### src/rtl/aovc_pkg.sv
package aovc_pkg;

	// event selector carried in tuser
	localparam logic [1:0] FUNC_QUERY   = 2'd0;
	localparam logic [1:0] FUNC_MONITOR = 2'd1;
	localparam logic [1:0] FUNC_RESET   = 2'd2;

	// attached cable classes
	localparam logic [1:0] CABLE_PPS   = 2'd0;
	localparam logic [1:0] CABLE_NOCHG = 2'd1;

	// controller states
	localparam logic [2:0] ST_NONE    = 3'd0;
	localparam logic [2:0] ST_PRESET  = 3'd1;
	localparam logic [2:0] ST_MONITOR = 3'd2;
	localparam logic [2:0] ST_HOLD    = 3'd3;
	localparam logic [2:0] ST_ERR     = 3'd4;

	// charger presence
	localparam logic [1:0] CP_NONE  = 2'd0;
	localparam logic [1:0] CP_NOCHG = 2'd1;
	localparam logic [1:0] CP_CHG   = 2'd2;

	// input current limit actions
	localparam logic [1:0] ICL_KEEP    = 2'd0;
	localparam logic [1:0] ICL_SET     = 2'd1;
	localparam logic [1:0] ICL_RELEASE = 2'd2;

	// register indexes
	localparam logic [2:0] REG_AOV_ENABLE      = 3'd0;
	localparam logic [2:0] REG_START_VOLTAGE   = 3'd1;
	localparam logic [2:0] REG_LOW_FREQ        = 3'd2;
	localparam logic [2:0] REG_HIGH_FREQ       = 3'd3;
	localparam logic [2:0] REG_STEP_DELAY      = 3'd4;
	localparam logic [2:0] REG_HOLD_CURRENT    = 3'd5;
	localparam logic [2:0] REG_HOLD_CURR_FULL  = 3'd6;
	localparam logic [2:0] REG_GEAR_CURRENT    = 3'd7;

	// register reset values
	localparam logic        RST_AOV_ENABLE     = 1'b1;
	localparam logic [12:0] RST_START_VOLTAGE  = 13'd5500;
	localparam logic [9:0]  RST_LOW_FREQ       = 10'd131;
	localparam logic [9:0]  RST_HIGH_FREQ      = 10'd147;
	localparam logic [15:0] RST_STEP_DELAY     = 16'd3000;
	localparam logic [11:0] RST_HOLD_CURRENT   = 12'd800;
	localparam logic [11:0] RST_HOLD_CURR_FULL = 12'd100;
	localparam logic [11:0] RST_GEAR_CURRENT   = 12'd0;

	// voltage and timing constants
	localparam logic [14:0] VSTEP_MV        = 15'd500;
	localparam logic [14:0] VMAX_MV         = 15'd7500;
	localparam logic [14:0] VMIN_MV         = 15'd5000;
	localparam logic [9:0]  FULL_PERMILLE   = 10'd970;
	localparam logic [16:0] FIRST_EXTRA_MS  = 17'd1000;
	localparam logic [16:0] RAMP_DELAY_MS   = 17'd500;

	localparam int IN_DATA_W  = 40;
	localparam int OUT_DATA_W = 56;
	localparam int CFG_ADDR_W = 5;

	typedef struct packed {
		logic [1:0]  func;
		logic [1:0]  cable_class;
		logic        pdo_power_ok;
		logic [13:0] measured_vout_mv;
		logic        power_hold;
		logic [9:0]  op_freq;
		logic [9:0]  capacity_permille;
	} in_item_t;

	typedef struct packed {
		logic        enabled;
		logic [2:0]  aov_state;
		logic        vout_set;
		logic [13:0] vout_cmd_mv;
		logic [1:0]  icl_action;
		logic [11:0] icl_cmd_ma;
		logic        uno_iout_set;
		logic        delay_set;
		logic [16:0] delay_ms;
		logic        vote_refresh;
	} out_item_t;

	typedef struct packed {
		logic        aov_enable;
		logic [12:0] start_voltage_mv;
		logic [9:0]  low_freq_threshold;
		logic [9:0]  high_freq_threshold;
		logic [15:0] step_delay_ms;
		logic [11:0] hold_current_ma;
		logic [11:0] hold_current_full_ma;
		logic [11:0] gear_current_ma;
	} cfg_t;

	typedef struct packed {
		logic [2:0] state;
		logic [1:0] cp;
		logic [1:0] prev_cp;
	} ctrl_t;

endpackage

### src/rtl/wireless_tx_adaptive_vout_control_core.sv
// Adaptive output-voltage controller. Each input beat is one event chosen by s_tuser
// (query, monitor step, reset) and yields exactly one result beat. A beat lands in an
// input register, the step logic evaluates it combinationally against the controller
// state, and the result is held in an output register; throughput is one beat per clock
// while m_tready keeps the output register drained, else s_tready drops. The controller state
// updates as each beat passes into the output register, so consecutive beats see each
// other's effect in order. Registers sit on the APB port at byte addresses 4*i; write
// them only while no beat is in flight.
module wireless_tx_adaptive_vout_control_core
	import aovc_pkg::*;
(
	input  logic                  clk,
	input  logic                  arst_n,
	input  logic                  s_tvalid,
	output logic                  s_tready,
	// [1:0] cable_class, [2] pdo_power_ok, [16:3] measured_vout_mv, [17] power_hold,
	// [27:18] op_freq, [37:28] capacity_permille
	input  logic [IN_DATA_W-1:0]  s_tdata,
	// [1:0] func
	input  logic [1:0]            s_tuser,
	output logic                  m_tvalid,
	input  logic                  m_tready,
	// [0] enabled, [3:1] aov_state, [4] vout_set, [18:5] vout_cmd_mv, [20:19] icl_action,
	// [32:21] icl_cmd_ma, [33] uno_iout_set, [34] delay_set, [51:35] delay_ms,
	// [52] vote_refresh
	output logic [OUT_DATA_W-1:0] m_tdata,
	input  logic                  psel,
	input  logic                  penable,
	input  logic                  pwrite,
	input  logic [CFG_ADDR_W-1:0] paddr,
	input  logic [31:0]           pwdata,
	output logic [31:0]           prdata,
	output logic                  pready
);

	cfg_t      cfg;
	in_item_t  item_in;
	in_item_t  item_s1;
	logic      valid_s1;
	out_item_t res;
	out_item_t res_q;
	logic      res_valid_q;
	ctrl_t     ctrl_q;
	ctrl_t     ctrl_nxt;
	logic      adv;

	assign pready = 1'b1;

	aovc_regs u_regs (
		.clk     (clk),
		.arst_n  (arst_n),
		.psel    (psel),
		.penable (penable),
		.pwrite  (pwrite),
		.paddr   (paddr),
		.pwdata  (pwdata),
		.prdata  (prdata),
		.cfg     (cfg)
	);

	assign item_in.func              = s_tuser;
	assign item_in.cable_class       = s_tdata[1:0];
	assign item_in.pdo_power_ok      = s_tdata[2];
	assign item_in.measured_vout_mv  = s_tdata[16:3];
	assign item_in.power_hold        = s_tdata[17];
	assign item_in.op_freq           = s_tdata[27:18];
	assign item_in.capacity_permille = s_tdata[37:28];

	// input beat moves on when the result register is free or being drained
	assign adv      = valid_s1 & (~res_valid_q | m_tready);
	assign s_tready = ~valid_s1 | adv;

	always_ff @(posedge clk or negedge arst_n) begin
		if (!arst_n) begin
			valid_s1 <= 1'b0;
		end else if (s_tready) begin
			valid_s1 <= s_tvalid;
		end
	end

	always_ff @(posedge clk) begin
		if (s_tready && s_tvalid) begin
			item_s1 <= item_in;
		end
	end

	aovc_step u_step (
		.item (item_s1),
		.cfg  (cfg),
		.cur  (ctrl_q),
		.nxt  (ctrl_nxt),
		.res  (res)
	);

	always_ff @(posedge clk or negedge arst_n) begin
		if (!arst_n) begin
			ctrl_q      <= '{state: ST_NONE, cp: CP_NONE, prev_cp: CP_NONE};
			res_valid_q <= 1'b0;
		end else begin
			if (adv) begin
				ctrl_q <= ctrl_nxt;
			end
			if (adv) begin
				res_valid_q <= 1'b1;
			end else if (m_tready) begin
				res_valid_q <= 1'b0;
			end
		end
	end

	always_ff @(posedge clk) begin
		if (adv) begin
			res_q <= res;
		end
	end

	assign m_tvalid = res_valid_q;
	assign m_tdata  = {3'd0, res_q.vote_refresh, res_q.delay_ms, res_q.delay_set,
		res_q.uno_iout_set, res_q.icl_cmd_ma, res_q.icl_action, res_q.vout_cmd_mv,
		res_q.vout_set, res_q.aov_state, res_q.enabled};

	a_no_err_state: assert property (@(posedge clk) disable iff (!arst_n)
		ctrl_q.state != ST_ERR)
		else $error("controller reached the error state");

	a_state_holds: assert property (@(posedge clk) disable iff (!arst_n)
		!adv |=> $stable(ctrl_q))
		else $error("controller state changed without a beat advancing");

	a_vcmd_zero: assert property (@(posedge clk) disable iff (!arst_n)
		m_tvalid && !res_q.vout_set |-> res_q.vout_cmd_mv == '0)
		else $error("voltage command without vout_set");

	a_icl_zero: assert property (@(posedge clk) disable iff (!arst_n)
		m_tvalid && res_q.icl_action != ICL_SET |-> res_q.icl_cmd_ma == '0)
		else $error("current limit value without a set action");

	a_state_match: assert property (@(posedge clk) disable iff (!arst_n)
		adv |=> res_q.aov_state == ctrl_q.state)
		else $error("reported state differs from controller state");

endmodule

### src/rtl/aovc_regs.sv
module aovc_regs
	import aovc_pkg::*;
(
	input  logic                  clk,
	input  logic                  arst_n,
	input  logic                  psel,
	input  logic                  penable,
	input  logic                  pwrite,
	input  logic [CFG_ADDR_W-1:0] paddr,
	input  logic [31:0]           pwdata,
	output logic [31:0]           prdata,
	output cfg_t                  cfg
);

	cfg_t       cfg_q;
	logic       wr_en;
	logic [2:0] idx;

	assign wr_en = psel & penable & pwrite;
	assign idx   = paddr[4:2];

	always_ff @(posedge clk or negedge arst_n) begin
		if (!arst_n) begin
			cfg_q.aov_enable           <= RST_AOV_ENABLE;
			cfg_q.start_voltage_mv     <= RST_START_VOLTAGE;
			cfg_q.low_freq_threshold   <= RST_LOW_FREQ;
			cfg_q.high_freq_threshold  <= RST_HIGH_FREQ;
			cfg_q.step_delay_ms        <= RST_STEP_DELAY;
			cfg_q.hold_current_ma      <= RST_HOLD_CURRENT;
			cfg_q.hold_current_full_ma <= RST_HOLD_CURR_FULL;
			cfg_q.gear_current_ma      <= RST_GEAR_CURRENT;
		end else if (wr_en) begin
			unique case (idx)
				REG_AOV_ENABLE:     cfg_q.aov_enable           <= pwdata[0];
				REG_START_VOLTAGE:  cfg_q.start_voltage_mv     <= pwdata[12:0];
				REG_LOW_FREQ:       cfg_q.low_freq_threshold   <= pwdata[9:0];
				REG_HIGH_FREQ:      cfg_q.high_freq_threshold  <= pwdata[9:0];
				REG_STEP_DELAY:     cfg_q.step_delay_ms        <= pwdata[15:0];
				REG_HOLD_CURRENT:   cfg_q.hold_current_ma      <= pwdata[11:0];
				REG_HOLD_CURR_FULL: cfg_q.hold_current_full_ma <= pwdata[11:0];
				REG_GEAR_CURRENT:   cfg_q.gear_current_ma      <= pwdata[11:0];
				default: ;
			endcase
		end
	end

	always_comb begin
		prdata = '0;
		unique case (idx)
			REG_AOV_ENABLE:     prdata = {31'd0, cfg_q.aov_enable};
			REG_START_VOLTAGE:  prdata = {19'd0, cfg_q.start_voltage_mv};
			REG_LOW_FREQ:       prdata = {22'd0, cfg_q.low_freq_threshold};
			REG_HIGH_FREQ:      prdata = {22'd0, cfg_q.high_freq_threshold};
			REG_STEP_DELAY:     prdata = {16'd0, cfg_q.step_delay_ms};
			REG_HOLD_CURRENT:   prdata = {20'd0, cfg_q.hold_current_ma};
			REG_HOLD_CURR_FULL: prdata = {20'd0, cfg_q.hold_current_full_ma};
			REG_GEAR_CURRENT:   prdata = {20'd0, cfg_q.gear_current_ma};
			default: ;
		endcase
	end

	assign cfg = cfg_q;

endmodule

### src/rtl/aovc_step.sv
module aovc_step
	import aovc_pkg::*;
(
	input  in_item_t  item,
	input  cfg_t      cfg,
	input  ctrl_t     cur,
	output ctrl_t     nxt,
	output out_item_t res
);

	logic [2:0]  st;
	logic [1:0]  pcp;
	logic        to_mon;
	logic [14:0] vout_w;
	logic [14:0] nv;
	logic [14:0] start_w;
	logic [11:0] hold_lim;

	assign start_w  = {2'b00, cfg.start_voltage_mv};
	assign hold_lim = (item.capacity_permille >= FULL_PERMILLE) ?
		cfg.hold_current_full_ma : cfg.hold_current_ma;

	always_comb begin
		nxt    = cur;
		res    = '0;
		st     = cur.state;
		pcp    = cur.prev_cp;
		to_mon = 1'b0;
		vout_w = {1'b0, item.measured_vout_mv};
		nv     = vout_w;

		unique case (item.func)
			FUNC_QUERY: begin
				if (cfg.aov_enable && cur.state != ST_ERR) begin
					if (item.cable_class == CABLE_PPS) begin
						// pps without usable range only blocks before the controller runs
						if (!(cur.state == ST_NONE && !item.pdo_power_ok)) begin
							nxt.cp      = CP_CHG;
							res.enabled = 1'b1;
						end
					end else if (item.cable_class == CABLE_NOCHG) begin
						nxt.cp      = CP_NOCHG;
						res.enabled = 1'b1;
					end else if (cur.state != ST_NONE) begin
						nxt.state      = ST_NONE;
						nxt.cp         = CP_NONE;
						res.icl_action = ICL_RELEASE;
					end
				end
			end
			FUNC_RESET: begin
				nxt.state      = ST_NONE;
				nxt.cp         = CP_NONE;
				res.icl_action = ICL_RELEASE;
			end
			FUNC_MONITOR: begin
				if (st == ST_NONE) begin
					pcp = CP_NONE;
					st  = ST_PRESET;
				end
				priority if (st == ST_PRESET) begin
					if (vout_w < start_w) begin
						if (cur.state == ST_NONE) begin
							// first step only waits
							res.delay_set = 1'b1;
							res.delay_ms  = {1'b0, cfg.step_delay_ms} + FIRST_EXTRA_MS;
						end else begin
							vout_w          = vout_w + VSTEP_MV;
							res.vout_set    = 1'b1;
							res.vout_cmd_mv = vout_w[13:0];
							res.delay_set   = 1'b1;
							res.delay_ms    = (vout_w == start_w) ?
								{cfg.step_delay_ms, 1'b0} : RAMP_DELAY_MS;
						end
					end else begin
						st     = ST_MONITOR;
						to_mon = 1'b1;
					end
				end else if (st == ST_MONITOR) begin
					to_mon = 1'b1;
				end else if (st == ST_HOLD) begin
					if (!item.power_hold) begin
						res.vout_set    = 1'b1;
						res.vout_cmd_mv = start_w[13:0] + VSTEP_MV[13:0];
						if (cfg.gear_current_ma != '0) begin
							res.icl_action = ICL_SET;
							res.icl_cmd_ma = cfg.gear_current_ma;
						end else begin
							res.icl_action = ICL_RELEASE;
						end
						res.delay_set = 1'b1;
						res.delay_ms  = {1'b0, cfg.step_delay_ms};
						st            = ST_MONITOR;
					end else begin
						res.icl_action = ICL_SET;
						res.icl_cmd_ma = hold_lim;
					end
				end

				if (to_mon) begin
					if (item.power_hold) begin
						res.icl_action   = ICL_SET;
						res.icl_cmd_ma   = hold_lim;
						res.vout_set     = 1'b1;
						res.vout_cmd_mv  = VMIN_MV[13:0];
						res.uno_iout_set = 1'b1;
						st               = ST_HOLD;
					end else begin
						priority if (item.op_freq <= cfg.low_freq_threshold && vout_w < VMAX_MV)
							nv = vout_w + VSTEP_MV;
						else if (item.op_freq >= cfg.high_freq_threshold && vout_w > VMIN_MV)
							nv = vout_w - VSTEP_MV;
						else
							nv = vout_w;
						// a charger that just replaced a no-charge cable forces a new vote
						if (nv != vout_w || (pcp == CP_NOCHG && cur.cp == CP_CHG)) begin
							res.vout_set    = 1'b1;
							res.vout_cmd_mv = nv[13:0];
							res.delay_set   = 1'b1;
							res.delay_ms    = {1'b0, cfg.step_delay_ms};
						end else begin
							res.vote_refresh = 1'b1;
						end
					end
				end
				nxt.state   = st;
				nxt.prev_cp = cur.cp;
			end
			default: ;
		endcase

		res.aov_state = nxt.state;
	end

endmodule

### config.mk
export PLATFORM = sky130hd
export DESIGN_NAME = wireless_tx_adaptive_vout_control_core
export DESIGN_NICKNAME = d
export VERILOG_FILES = /design/src/rtl/aovc_pkg.sv /design/src/rtl/wireless_tx_adaptive_vout_control_core.sv /design/src/rtl/aovc_regs.sv /design/src/rtl/aovc_step.sv
export SDC_FILE = /design/constraint.sdc
export NUM_CORES = 1
export LEC_CHECK = 0
export BUFFER_PORTS_ARGS = -buffer_cell sky130_fd_sc_hd__buf_2
export CELL_PAD_IN_SITES_DETAIL_PLACEMENT = 0
export CELL_PAD_IN_SITES_GLOBAL_PLACEMENT = 1
export CORE_MARGIN = 1
export CORE_UTILIZATION = 45
export CTS_CLUSTER_DIAMETER = 30
export CTS_CLUSTER_SIZE = 25
export DETAILED_ROUTE_END_ITERATION = 10
export GPL_TIMING_DRIVEN = 0
export PLACE_DENSITY_LB_ADDON = 0.25
export REMOVE_ABC_BUFFERS = 1
export SLEW_MARGIN = 20
export SYNTH_ARGS = -nofsm -noshare
export SYNTH_HDL_FRONTEND = slang
export SYNTH_SLANG_ARGS = --single-unit
### constraint.sdc
create_clock -name clk -period 11.6 [get_ports clk]
set_input_delay 2.9 -clock clk [delete_from_list [all_inputs] [get_ports clk]]
set_output_delay 2.9 -clock clk [all_outputs]
set_load 0.01 [all_outputs]
After elaboration in Yosys (flattened, before gate mapping)
Cells that the tools add are included.
W data, S select, Z words.
{"block": "op_classes", "add_sub_neg": 5, "mul": 0, "div": 0, "magnitude_cmp": 6, "eq_ne": 21, "n_shift": 0, "n_mux": 69, "bitwise": 9, "reduce_logical": 29}
{"op": "$pmux W32 S8", "count": 1}
{"op": "$mux W15", "count": 16}
{"op": "$mux W18", "count": 6}
{"op": "$mux W29", "count": 2}
{"op": "$mux W49", "count": 1}
{"op": "$mux W17", "count": 2}
{"op": "$mux W3", "count": 11}
{"op": "$mux W14", "count": 2}
{"op": "$mux W12", "count": 2}
{"op": "$reduce_and A2 Y1", "count": 11}
{"op": "$mux W2", "count": 10}
{"op": "$mux W19", "count": 1}
{"op": "$add A16 B10 Y17 const B", "count": 1}
{"op": "$add A14 B9 Y15 const B", "count": 1}
{"op": "$add A15 B9 Y15 const B", "count": 1}
{"op": "$eq A15 B13 Y1", "count": 1}
{"op": "$gt A15 B13 Y1 const B", "count": 1}
{"op": "$lt A15 B13 Y1 const B", "count": 1}
{"op": "$ne A15 B15 Y1", "count": 1}
{"op": "$sub A15 B9 Y15 const B", "count": 1}
{"op": "$add A13 B9 Y14 const B", "count": 1}
{"op": "$lt A14 B13 Y1", "count": 1}
{"op": "$eq A3 B2 Y1 const B", "count": 4}
{"op": "$eq A3 B3 Y1 const B", "count": 4}
{"op": "27 further kinds", "count": 56}
{"block": "totals", "reg_bits": 188, "latch_bits": 0, "ram_bits": 0, "mem_bits_ro": 0, "in_bits": 86, "out_inout_bits": 91, "elab_cells": 169, "mem_count": 0}

Depth between registers and ports, before layout
{"block": "logic_depth", "ltp_word": 19, "depth_mapped": 23, "mapped_depth_nobuf": 19}

Hierarchy
From an unflattened synthesis, not the netlist that was laid out.
{"block": "hier_totals", "cells_unflattened": 1043, "area_unflattened_um2": 11449.7}
{"module": "aovc_regs", "n_inst": 1, "cells_each": 301, "area_per_inst_um2": 4144.0, "seq_area_each_um2": 2188.3}
{"module": "aovc_step", "n_inst": 1, "cells_each": 620, "area_per_inst_um2": 4088.9, "seq_area_each_um2": 0.0}
{"module": "wireless_tx_adaptive_vout_control_core", "n_inst": 1, "cells_each": 122, "area_per_inst_um2": 3216.8, "seq_area_each_um2": 3017.9}

Worst setup path before layout
Ideal clock, no wire load.
{"block": "synth_timing", "path_kind": "input to output", "startpoint": "input port paddr[2]", "endpoint": "output port prdata[4]", "t_arrival_ps": 4218, "required_ps": 8700, "slack_ps": 4482, "path_stages": 5, "n_path_buf": 1, "path_cell_list": "buf_1 mux2_2 nand2_1 o21ai_0 a221o_1"}
{"block": "synth_via", "elab_chain_len": 2, "word_cells_on_any_way": 9, "classes_between": "eq/ne (7); mux (1); reduce/logical (1)"}
{"item": "from (decl)", "line_no": "wireless_tx_adaptive_vout_control_core.sv:30", "text": "input logic [CFG_ADDR_W-1:0] paddr,"}
{"item": "$eq A3 B3 Y1, or another cell as far along", "line_no": "aovc_regs.sv:49", "text": "unique case (idx)"}
{"item": "$pmux W32 S8 (*)", "line_no": "aovc_regs.sv:49"}
{"item": "to (decl)", "line_no": "wireless_tx_adaptive_vout_control_core.sv:32", "text": "output logic [31:0] prdata,"}
Mark *: on every way between the ends. The rest lies on a longest branch, timed or not. The select of a mux whose other input is x is not followed.

Final worst setup path
{"block": "layout_timing", "startpoint": "input port paddr[2]", "endpoint": "output port prdata[5]"}
Same word-level chain as after synthesis.

==> results.cfg <==
[final_layout]
final_net_count = 1300
layout.filler_cells = 2217
ratio_of_cells_with_drive_above_1_in_the_final_layout_pct = 28.2
multi_input_comb_area_um2 = 5550
post-route-cell-area_um2 = 12700
sequential_cell_area_um2 = 5180
area.growth.synth_to_final_pct = 13.0

[placement]
place_congestion = 0.902
buffer_ports.inserted = 135
detailed_place_hpwl_um = 23100
place_area_um2 = 12100

[sta]
final_number_of_setup_violating_endpoints = 0
rsz_0062_raised_after_global_routing = false
final_period_minus_worst_setup_slack_ps = 7560
hold_viol = 0
part_of_the_cycle_the_worst_path_needs_pct = 65.2
fmaxAchievable_mhz = 132
clock_skew_ps = 11.4
maxSlewHeadroom_pct = 20.3
tightest_slew_ps = 1190
report.final.slew_viol_count = 0
setup_total_negative_slack_ps = 0
fin_hold_ws_ps = 502

[synthesis]
post-synth-top-area-fraction_pct = 24.5
synthesis.area_per_instance_um2 = 10.5
yosys.area.top_type = edfxtp_1
dominant_cells_by_area_after_synthesis = edfxtp_1 (25%), dfrtp_1 (15%), mux2_2 (8.8%)
synth-edff-count = 92
ys_async_sr_fraction_pct = 50.8
syn-cell-area_um2 = 11300
synth.top_cells.by_count = edfxtp_1 (92), mux2_2 (88), nand2_1 (85), o21ai_0 (73)
seq_area_frac_synth_pct = 45.9
commonest_register_cell_after_synthesis = edfxtp_1
ys_warn_count = 0
ys_types = 81
ys_ff_latch = 187
synthCells = 1073
synth.most_common_cell = edfxtp_1

[global_route]
grtUsageTotal_pct = 25.3
groute.layer.met2.usage_pct = 39.8
globalRouteMet1Util_pct = 35.8
number_of_antenna_violations_at_the_first_check_in_global_routing = 0
grt_most_used_layer = met2
grt_pass1_wl_um = 49600
grt.overflow.total = 0
grt_pass1_vias = 8532
grt_start_max_net_pins = 57
globalRouteMet3Util_pct = 3.97

[route]
drtIter0Drc = 838
final_antenna_net_count = 0
routed-via-count = 8934
drt_drc_violations_left = 0
routed_via_density = 5.91
firstDrtPassIters = 7
drt-wirelength-per-cell_um = 21.0
totalWireLength_um = 31700

[worst_setup_path]
critPathMaxFanout = 31
rr_worst_depth = 19
worst-endpoint-required_ps = 8700
timing.critical_path.arrival_ps = 4660
setup.reg_to_reg.worst_slack_ps = 4680
destination_of_the_critical_timing_path = prdata[5]
cp-end-kind = primary output
r2r_start = u_regs.cfg[77]
cp-startpoint = paddr[2]
critPathLaunchType = input pin
reg2reg_to = m_tdata[47]
crit_path_kind = input pin to primary output

[cts]
htree_levels = 4
cts.path.max_buffers = 2
cts_repair_resize_count = 0
worst_skew_late_latency_ps = 450
clock_tree_root_buffer_cell = clkbuf_16
buffers_inserted_during_post_cts_setup_optimization = 0
holdBufCountCts = 0
clk_transition_reported_paths_ps = 70
cts_tree = built
cts_inserted_buffers = 17
numClockSinks = 187

[pwr]
p_leak_nw = 5.15
pwr_density_nw_per_um2 = 164
largest_vdd_supply_drop_mv = 0.0996
total_power_mw = 2.09

[floorplanning]
fp.coreArea_um2 = 24500
floorplan.die_area_um2 = 25700
die_y_um = 160
initial_core_utilization_pct = 46.1
ioPinCount = 177
num_rows = 57
chipWidth_um = 160

[run_status]
outcome = complete, no violations

[worst_hold_path]
hold_class = flip-flop to flip-flop

[flow_run]
max-cap-violations = 0
critical path, cell delays in order:
cell,delay (ps)
buf_2,590
mux2_2,430
a221oi_1,430
a21oi_1,100
buf_2,180
sequential cells by signal (all words and copies together), names as in the netlist:
| signal | flops |
|---|---|
| ctrl_q | 7 |
| item_s1 | 39 |
| m_tdata | 53 |
| m_tvalid | 1 |
| u_regs.cfg | 86 |
| valid_s1 | 1 |
placed cells by master, fill, tap and decap left out, types with 20 or more instances in the layout:
cell and n:
conb_1 20, dfrtp_1 66, dfstp_2 29, nand2_1 85
xnor2_1 28, edfxtp_1 92, nor3_1 20, buf_2 134
inv_1 57, a21oi_1 47, nor2_1 60, o21ai_0 73
nand3_1 29, mux2_2 88, ha_1 40
routing by layer:
metal,up-vias,wire length (um)
met5,-,0
met4,0,754
met3,49,1970
met2,370,14600
met1,4357,14400
li1,4158,-
report_power, final:
part | internal (mW) | total (mW) | switching (mW)
clock | 0.309 | 0.598 | 0.290
sequential | 0.815 | 0.921 | 0.106
combinational | 0.235 | 0.575 | 0.340
total | 1.36 | 2.09 | 0.735
through the flow:
step | cells | setup slack (ps) | util, %
3_5_place_dp | 1479 | 4060 | 49.6
6_report | 1512 | 4040 | 52.1
3_3_place_gp | 1472 | 4070 | 49.1
4_1_cts | 1511 | 4070 | 52.0
2_1_floorplan | 1013 | 5000 | -
5_1_grt | 1511 | 3920 | 52.1
final cells by class:
| cell class | instances | area share (%) |
|---|---|---|
| multi-input cells | 768 | 43.6 |
| flip-flops and latches | 187 | 40.6 |
| repair buffers | 142 | 6.11 |
| clock buffers | 17 | 3.34 |
| well taps | 324 | 3.18 |
| inverters | 58 | 1.73 |
| clock inverters | 15 | 1.38 |
| diodes | 1 | 0.0196 |
cell families (layout without fill, tap and decap cells):
group | after synthesis | after routing | share of synthesized area, %
flops | 187 | 187 | 45.9
buf+inv | 136 | 232 | 5.63
compound gates | 263 | 263 | 15.9
fa+ha+maj | 40 | 40 | 4.44
other cells | 2 | 21 | 0.0667
xor+xnor | 35 | 35 | 2.72
mux | 106 | 106 | 11.7
simple gates | 304 | 304 | 13.6
worst min path at each step:
stage | slack [ps] | start | end | cells after the start
after floorplan | 460 | valid_s1 | m_tvalid | 1
after global placement | 480 | valid_s1 | m_tvalid | 1
after detailed placement | 490 | valid_s1 | m_tvalid | 1
after CTS | 510 | valid_s1 | m_tvalid | 1
after global routing | 540 | valid_s1 | m_tvalid | 1
final | 500 | valid_s1 | m_tvalid | 1
(Power assumes the default switching activity.)
